File: src/jsu_pkg.sv
// ----------------------------------------------------------------------------
// jsu_pkg
// Character codes and sizes shared by the string unescape decoder.
// ----------------------------------------------------------------------------
`default_nettype none

package jsu_pkg;

  localparam int unsigned BYTE_W      = 8;
  localparam int unsigned MAX_RESULTS = 6;
  localparam int unsigned RES_IDX_W   = $clog2(MAX_RESULTS);
  localparam int unsigned RES_CNT_W   = $clog2(MAX_RESULTS + 1);

  typedef logic [BYTE_W-1:0] byte_t;

  localparam byte_t CH_BSLASH = 8'h5C;
  localparam byte_t CH_QUOTE  = 8'h22;
  localparam byte_t CH_LC_T   = 8'h74;
  localparam byte_t CH_LC_B   = 8'h62;
  localparam byte_t CH_LC_F   = 8'h66;
  localparam byte_t CH_LC_N   = 8'h6E;
  localparam byte_t CH_LC_R   = 8'h72;
  localparam byte_t CH_LC_U   = 8'h75;
  localparam byte_t CH_LC_A   = 8'h61;
  localparam byte_t CH_UC_A   = 8'h41;
  localparam byte_t CH_UC_F   = 8'h46;
  localparam byte_t CH_0      = 8'h30;
  localparam byte_t CH_7      = 8'h37;
  localparam byte_t CH_9      = 8'h39;

  localparam byte_t CTL_TAB   = 8'h09;
  localparam byte_t CTL_BS    = 8'h08;
  localparam byte_t CTL_FF    = 8'h0C;
  localparam byte_t CTL_LF    = 8'h0A;
  localparam byte_t CTL_CR    = 8'h0D;

  localparam logic [3:0] HEX_ALPHA_OFS = 4'd9;

endpackage

`default_nettype wire

File: src/json_string_unescape.sv
// ----------------------------------------------------------------------------
// json_string_unescape
// Streaming decoder for the escapes of one string value: one raw byte per
// input transfer, zero to six unescaped bytes per input byte on the output.
// ----------------------------------------------------------------------------
// Latency: first result byte is valid the cycle after its input transfer.
// Throughput: one input byte per cycle while each byte yields at most one
//   result and the output is not stalled; a byte yielding several results holds
//   the input until the six-byte result buffer drains, one byte per output transfer.
// Reset: synchronous, active low; clears decode mode, held digit and the
//   result count, read index and last flag; result bytes are not cleared.
`default_nettype none

module json_string_unescape (
  input  wire logic                  clk,
  input  wire logic                  rst_n,
  input  wire logic                  in_tvalid,
  output logic                       in_tready,
  input  wire jsu_pkg::byte_t        in_tdata,   // [7:0] in_byte
  input  wire logic                  in_tlast,   // end_of_record
  output logic                       out_tvalid,
  input  wire logic                  out_tready,
  output jsu_pkg::byte_t             out_tdata,  // [7:0] out_byte
  output logic                       out_tlast   // out_last
);
  import jsu_pkg::*;

  typedef enum logic [2:0] {
    MODE_COPY,
    MODE_ESC,
    MODE_U,
    MODE_U0,
    MODE_U00,
    MODE_UD
  } mode_t;

  mode_t                mode_r, mode_nxt;
  logic [2:0]           held_r, held_nxt;
  byte_t                buf_r [MAX_RESULTS];
  logic [RES_CNT_W-1:0] cnt_r;
  logic [RES_CNT_W-1:0] idx_r;
  logic                 last_r;

  byte_t                rb [MAX_RESULTS];
  logic [RES_CNT_W-1:0] rc;
  logic                 flush;
  logic                 plain;
  logic [3:0]           hex_val;
  logic                 is_hex;
  logic                 in_xfer;
  logic                 out_xfer;
  logic                 out_final;

  assign out_tvalid = (cnt_r != '0);
  assign out_final  = (idx_r == cnt_r - RES_CNT_W'(1));
  assign out_tdata  = buf_r[idx_r[RES_IDX_W-1:0]];
  assign out_tlast  = last_r && out_final;
  assign out_xfer   = out_tvalid && out_tready;
  // accept while the buffer is empty or its final byte leaves this cycle
  assign in_tready  = !out_tvalid || (out_xfer && out_final);
  assign in_xfer    = in_tvalid && in_tready;

  always_comb begin
    is_hex  = (in_tdata inside {[CH_0:CH_9], [CH_LC_A:CH_LC_F], [CH_UC_A:CH_UC_F]});
    hex_val = (in_tdata <= CH_9) ? 4'(in_tdata - CH_0)
                                 : ({1'b0, in_tdata[2:0]} + HEX_ALPHA_OFS);
  end

  always_comb begin
    for (int i = 0; i < MAX_RESULTS; i++) begin
      rb[i] = '0;
    end
    rc       = '0;
    flush    = 1'b0;
    plain    = 1'b0;
    mode_nxt = mode_r;
    held_nxt = held_r;

    case (mode_r)
      MODE_ESC: begin
        mode_nxt = MODE_COPY;
        rc       = RES_CNT_W'(1);
        case (in_tdata)
          CH_LC_T:   rb[0] = CTL_TAB;
          CH_LC_B:   rb[0] = CTL_BS;
          CH_LC_F:   rb[0] = CTL_FF;
          CH_LC_N:   rb[0] = CTL_LF;
          CH_LC_R:   rb[0] = CTL_CR;
          CH_BSLASH: rb[0] = CH_BSLASH;
          CH_QUOTE:  rb[0] = CH_QUOTE;
          CH_LC_U: begin
            if (in_tlast) begin
              rb[0] = CH_BSLASH;
              rb[1] = CH_LC_U;
              rc    = RES_CNT_W'(2);
            end else begin
              rc       = '0;
              mode_nxt = MODE_U;
            end
          end
          default: begin
            rb[0] = CH_BSLASH;
            rb[1] = in_tdata;
            rc    = RES_CNT_W'(2);
          end
        endcase
      end
      MODE_U, MODE_U0: begin
        if (in_tdata == CH_0 && !in_tlast) begin
          mode_nxt = (mode_r == MODE_U) ? MODE_U0 : MODE_U00;
        end else begin
          flush = 1'b1;
        end
      end
      MODE_U00: begin
        if (in_tdata >= CH_0 && in_tdata <= CH_7 && !in_tlast) begin
          held_nxt = in_tdata[2:0];
          mode_nxt = MODE_UD;
        end else begin
          flush = 1'b1;
        end
      end
      MODE_UD: begin
        if (is_hex) begin
          rb[0]    = {1'b0, held_r, hex_val};
          rc       = RES_CNT_W'(1);
          mode_nxt = MODE_COPY;
        end else begin
          flush = 1'b1;
        end
      end
      default: plain = 1'b1;
    endcase

    // emit the held part of a broken u sequence, then treat the byte as plain
    if (flush) begin
      plain = 1'b1;
      rb[0] = CH_BSLASH;
      rb[1] = CH_LC_U;
      rb[2] = CH_0;
      rb[3] = CH_0;
      rb[4] = CH_0 | {5'b0, held_r};
      case (mode_r)
        MODE_U0:  rc = RES_CNT_W'(3);
        MODE_U00: rc = RES_CNT_W'(4);
        MODE_UD:  rc = RES_CNT_W'(5);
        default:  rc = RES_CNT_W'(2);
      endcase
    end

    if (plain) begin
      if (in_tdata == CH_BSLASH && !in_tlast) begin
        mode_nxt = MODE_ESC;
      end else begin
        rb[rc[RES_IDX_W-1:0]] = in_tdata;
        rc       = rc + RES_CNT_W'(1);
        mode_nxt = MODE_COPY;
      end
    end

    if (in_tlast) begin
      mode_nxt = MODE_COPY;
    end
  end

  always_ff @(posedge clk) begin
    if (!rst_n) begin
      mode_r <= MODE_COPY;
      held_r <= '0;
      cnt_r  <= '0;
      idx_r  <= '0;
      last_r <= 1'b0;
    end else begin
      if (in_xfer) begin
        mode_r <= mode_nxt;
        held_r <= held_nxt;
        cnt_r  <= rc;
        idx_r  <= '0;
        last_r <= in_tlast;
      end else if (out_xfer) begin
        if (out_final) begin
          cnt_r <= '0;
          idx_r <= '0;
        end else begin
          idx_r <= idx_r + RES_CNT_W'(1);
        end
      end
    end
  end

  // result bytes; load on every input transfer
  always_ff @(posedge clk) begin
    if (in_xfer) begin
      for (int i = 0; i < MAX_RESULTS; i++) begin
        buf_r[i] <= rb[i];
      end
    end
  end

endmodule

`default_nettype wire
File: config.mk
export PLATFORM = sky130hd
export DESIGN_NAME = json_string_unescape
export DESIGN_NICKNAME = d
export VERILOG_FILES = /design/src/jsu_pkg.sv /design/src/json_string_unescape.sv
export SDC_FILE = /design/constraint.sdc
export NUM_CORES = 1
export LEC_CHECK = 0
export ABC_AREA = 1
export BUFFER_PORTS_ARGS = -buffer_cell sky130_fd_sc_hd__buf_2
export CAP_MARGIN = 40
export CORE_MARGIN = 2
export CORE_UTILIZATION = 43
export DETAILED_ROUTE_END_ITERATION = 6
export PLACE_DENSITY = 0.57
export SYNTH_ARGS = -nofsm -noshare
export SYNTH_HDL_FRONTEND = slang
export SYNTH_SLANG_ARGS = --single-unit
File: constraint.sdc
create_clock -name clk -period 5.8 [get_ports clk]
set_input_delay 1.74 -clock clk [delete_from_list [all_inputs] [get_ports clk]]
set_output_delay 1.74 -clock clk [all_outputs]
set_load 0.01 [all_outputs]
Word-level counts from Yosys, hierarchy flattened
Memories as Yosys holds them, arrays and structs flattened. A register that Yosys moved wholly into a read port is not among the register bits.
Cells that the tools add are included.
{ "op_classes": {"n_addsub": 5, "magnitude_cmp": 9, "n_eq_ne": 18, "muxes": 44, "bitwise": 2, "reduce_logical": 27} }
{ "ops": {"columns": ["cell", "n"], "rows": [
  ["$mux 48", 2],
  ["$eq 8x7->1 const B", 7],
  ["$pmux 8 s7", 1],
  ["$bwmux 48", 1],
  ["$mux 3", 15],
  ["$mux 40", 1],
  ["$pmux 8 s2", 2],
  ["$demux 8 s3", 1],
  ["$eq 8x6->1 const B", 2],
  ["$ge 8x7->1 const B", 2],
  ["$le 8x6->1 const B", 2],
  ["$le 8x7->1 const B", 2],
  ["$mux 8", 2],
  ["$mux 15", 1],
  ["$logic_and 1x1->1", 12],
  ["$ne 4x4->1 const B", 3],
  ["$pmux 3 s2", 2],
  ["$pmux 3 s4", 1],
  ["$mux 1", 9],
  ["$pmux 3 s3", 1],
  ["$ge 8x6->1 const B", 1],
  ["$mux 7", 1],
  ["$reduce_or 7->1", 1],
  ["$add 3x1->3 const B", 2],
  ["other kinds (24)", 31]
]} }
{ "word_totals": {"register_bits": 13, "mem_bits_rw": 48, "word_cells": 111, "memories": 1} }
{ "memory_table": {"columns": ["name", "words", "word_bits", "rd", "rd_ports_with_merged_regs", "write_ports", "line", "source"], "rows": [
  ["buf_r", 6, 8, 1, 1, 6, "json_string_unescape.sv:39", "byte_t buf_r [MAX_RESULTS];"]
]} }

Longest topological paths before layout
{ "depth": {"depth_word": 14, "mapped_depth": 20} }

Worst setup path before layout
Ideal clock, no wire load.
{ "synth_path": {"path_type": "input to register", "startpoint": "in out_tready", "endpoint": "reg held_r[0]", "setup_time_ns": 0.126, "t_arrival_ns": 3.831, "t_required_ns": 5.674, "slack_ns": 1.844, "stages": 9, "path_buffers": 0, "path_cell_list": "nand2_1 inv_1 nand2_1 nand2_1 nand2_1 inv_1 nand2_1 o21ai_0 a21oi_1"} }
{ "synth_via": {"elab_chain_cells": 5} }
{ "synth_lines": {"columns": ["item", "line", "source"], "rows": [
  ["start: declaration", "json_string_unescape.sv:22", "input wire logic out_tready,"],
  ["$logic_and 1x1->1", "json_string_unescape.sv:58", "assign out_xfer = out_tvalid && out_tready;"],
  ["$logic_and 1x1->1", "json_string_unescape.sv:60", "assign in_tready = !out_tvalid || (out_xfer && out_final);"],
  ["$logic_or 1x1->1", "json_string_unescape.sv:60", null],
  ["named net in_tready", "json_string_unescape.sv:18", "output logic in_tready,"],
  ["$logic_and 1x1->1", "json_string_unescape.sv:61", "assign in_xfer = in_tvalid && in_tready;"],
  ["named net in_xfer", "json_string_unescape.sv:50", "logic in_xfer;"],
  ["$reduce_and 3->1 (no line)", null, null],
  ["end signal: assignment", "json_string_unescape.sv:176", "held_r <= held_nxt;"],
  ["end: declaration", "json_string_unescape.sv:38", "logic [2:0] held_r, held_nxt;"]
]} }
The timed path passes the listed nets, and every way through them passes these cells.
A chain may end at the register's enable or synchronous reset.

==> results.json <==
{
  "hp-start": "last_r$_SDFFE_PN0P_",
  "slowest_stage": "dfxtp_1",
  "maxCapViolations": 0,
  "period_share": 0.716,
  "ctsResizeCount": 0,
  "ctsHoldBuffers": 0,
  "numCtsBuffers": 9,
  "synth_fp_nets": 523,
  "gp_congestion": 0.920,
  "port-buffer-count": 23,
  "drcViolationCount": 0,
  "worst_setup_path_start_kind": "flip-flop",
  "cts_tree": "built",
  "arrival_ns": 2.41,
  "start_util": 0.436,
  "cts_buffer_depth": 2,
  "via_per_inst": 5.29,
  "vdd_drop_max_mv": 0.235,
  "synth.cell_area_um2": 3970,
  "die_h_um": 100,
  "yosysWarningCount": 0,
  "synthArstFlopShare": 0,
  "cts_root_buf": "clkbuf_8",
  "clkLatencyLatePin_ns": 0.34,
  "hold_viol_final": 0,
  "die-area_um2": 10000,
  "multi_input_area_um2": 1910,
  "rsz0062_at_grt": "false",
  "worstHoldPathCells": 2,
  "cp_max_fo": 25,
  "slew_headroom": 0.453,
  "synth.area.top_cells": "edfxtp_1 36%, nand2_1 11%, dfxtp_1 8.1%",
  "ys_types": 38,
  "overflow": 0,
  "max_freq_mhz": 241,
  "swShare": 0.417,
  "synth_flop_cell": "edfxtp_1",
  "critical_path.max_stage_delay_ns": 0.85,
  "min_to": "last_r$_SDFFE_PN0P_",
  "path_cells": "inv_1 > nand2_1 > a32o_1 > o22ai_1 > buf_2",
  "nets": 546,
  "leakage_nw": 1.92,
  "drive_gt1_frac": 0.159,
  "cellPowerDensity_nw_per_um2": 472,
  "setup_viol": 0,
  "rr_startpoint": "cnt_r[0]$_SDFFE_PN0P_",
  "die_w_um": 100,
  "drtPass1Iterations": 5,
  "drtIter0Drc": 222,
  "antenna_found_initial": 0,
  "pwr-share-seq": 0.350,
  "dp_hpwl_um": 7490,
  "synth_seq_cells": 64,
  "grt_pass1_wl_um": 16300,
  "tightest_slew_ns": 0.819,
  "slew_viol_final": 0,
  "switching_power_mw": 0.866,
  "clk_pin_slew_worst_paths_ns": 0.07,
  "mostFrequentLayoutCell": "nand2_1",
  "hold_class": "reg2reg",
  "num_io_pins": 24,
  "synth_edf_count": 48,
  "num_rows": 35,
  "period_minus_slack_ns": 4.15,
  "synth_cells": 499,
  "wire_per_inst_um": 15.6,
  "seq_area_frac_synth": 0.443,
  "syn_to_final_growth_pct": 10.7,
  "cp_num_cells": 5,
  "clkPwrFrac": 0.206,
  "crit_buf_inv": 2,
  "fillerInstances": 931,
  "cp_data_required_time_ns": 4.06,
  "status": "complete, no violations",
  "p_int_mw": 1.21,
  "htree_levels": 3,
  "drt_wl_total_um": 9960,
  "antenna_left": 0,
  "final_cell_mix": "114 x nand2_1, 61 x nor2_1, 56 x inv_1, 48 x edfxtp_1, 31 x o21ai_0",
  "cp-end-kind": "output pin",
  "n_antenna_cell": 0,
  "fin_util": 0.483,
  "ff_latch_area_um2": 1760,
  "ff2ff_setup_slack_ns": 3.19,
  "reg2reg_to": "buf_r[0][1]$_DFFE_PP_",
  "pwr-share-comb": 0.444,
  "synth_area_leader_cell": "edfxtp_1",
  "fin_tns_setup_ns": 0,
  "crit_family": "flip-flops",
  "crit_type": "reg2out",
  "fin_skew_ns": 0.0134,
  "grt_usage": 0.211,
  "coreArea_um2": 9110,
  "cts_setup_buffers": 0,
  "grt_pass1_vias": 3145,
  "grt_max_degree": 39,
  "clkSinkCount": 64,
  "vias": 3376,
  "ff2ff_path_depth": 10,
  "synth.top_cell.area_share": 0.363,
  "avgSynthCellArea_um2": 7.96
}
==> state kept, by name, indices dropped and copies added, names as in the netlist, named ones only <==
name,count
buf_r,48
cnt_r,3
held_r,3
idx_r,3
last_r,1
mode_r,3
==> layer usage <==
layer | vias to the layer above | GRT usage | wire length (µm)
met2 | 74 | 0.326 | 4550
li1 | 1716 | - | -
met1 | 1577 | 0.301 | 4910
met3 | 9 | 0.0376 | 372
met4 | 0 | 0.0643 | 134
met5 | - | 0 | 0
==> cells in the mapped netlist (all sizes together) (2+ instances only) <==
cell type / count
o21ai: 43
a21oi: 29
xnor2: 2
inv: 65
nand3: 31
buf: 4
a32o: 8
nor3: 6
a211oi: 2
or2: 2
nand2: 128
ha: 11
dfxtp: 16
nor2: 69
nand4: 6
xor2: 4
edfxtp: 48
o22ai: 11
clkbuf: 8
==> per-stage QoR <==
stage	power, mW	cells	instance area, µm²	worst slack [ns]	hold WS [ns]
2_1_floorplan	1.42	499	3970	1.84	0.429
3_3_place_gp	1.66	622	4180	1.61	0.442
3_5_place_dp	1.66	622	4180	1.53	0.444
4_1_cts	2.09	638	4400	1.52	0.456
5_1_grt	2.24	638	4400	1.34	0.499
6_report	2.08	638	4400	1.65	0.453
==> cell families (layout without fill, tap and decap cells) <==
| family | after synthesis | in the layout | share of synthesized area |
|---|---|---|---|
| simple gates | 244 | 244 | 0.289 |
| compound gates | 97 | 97 | 0.144 |
| buf+inv | 77 | 105 | 0.0759 |
| flops | 64 | 64 | 0.443 |
| fa+ha+maj | 11 | 11 | 0.0346 |
| xor+xnor | 6 | 6 | 0.0132 |
==> worst max-delay path by stage <==
stage,to,start,slack [ns]
after detailed placement,cnt_r[2]$_SDFFE_PN0P_,in_tdata[0],1.53
after floorplan,held_r[0]$_SDFFE_PN0P_,out_tready,1.84
final,out_tdata[5],flip-flop,1.65
after global routing,out_tdata[3],flip-flop,1.34
after CTS,out_tdata[5],flip-flop,1.52
after global placement,cnt_r[2]$_SDFFE_PN0P_,in_tdata[0],1.61
==> worst min-delay path, cell delays in order, from the launching register on <==
cell and delay [ns]:
dfxtp_1 0.30, inv_1 0.06, a21oi_1 0.05
==> cell type report <==
type | count | area share
Clock inverter | 7 | 0.0216
Sequential cell | 64 | 0.400
Inverter | 65 | 0.0560
Multi-Input combinational cell | 358 | 0.434
Timing Repair Buffer | 24 | 0.0279
Tap cell | 111 | 0.0316
Clock buffer | 9 | 0.0282
==> power by group through the flow <==
stage	Combinational [mW]	Clock, mW	Sequential (mW)
after floorplan	0.698	0	0.719
after global placement	0.920	0	0.735
after detailed placement	0.920	0	0.737
after CTS	0.922	0.437	0.727
after global routing	1.04	0.456	0.740
final	0.921	0.428	0.726
Power figures use the tool's default switching activity.
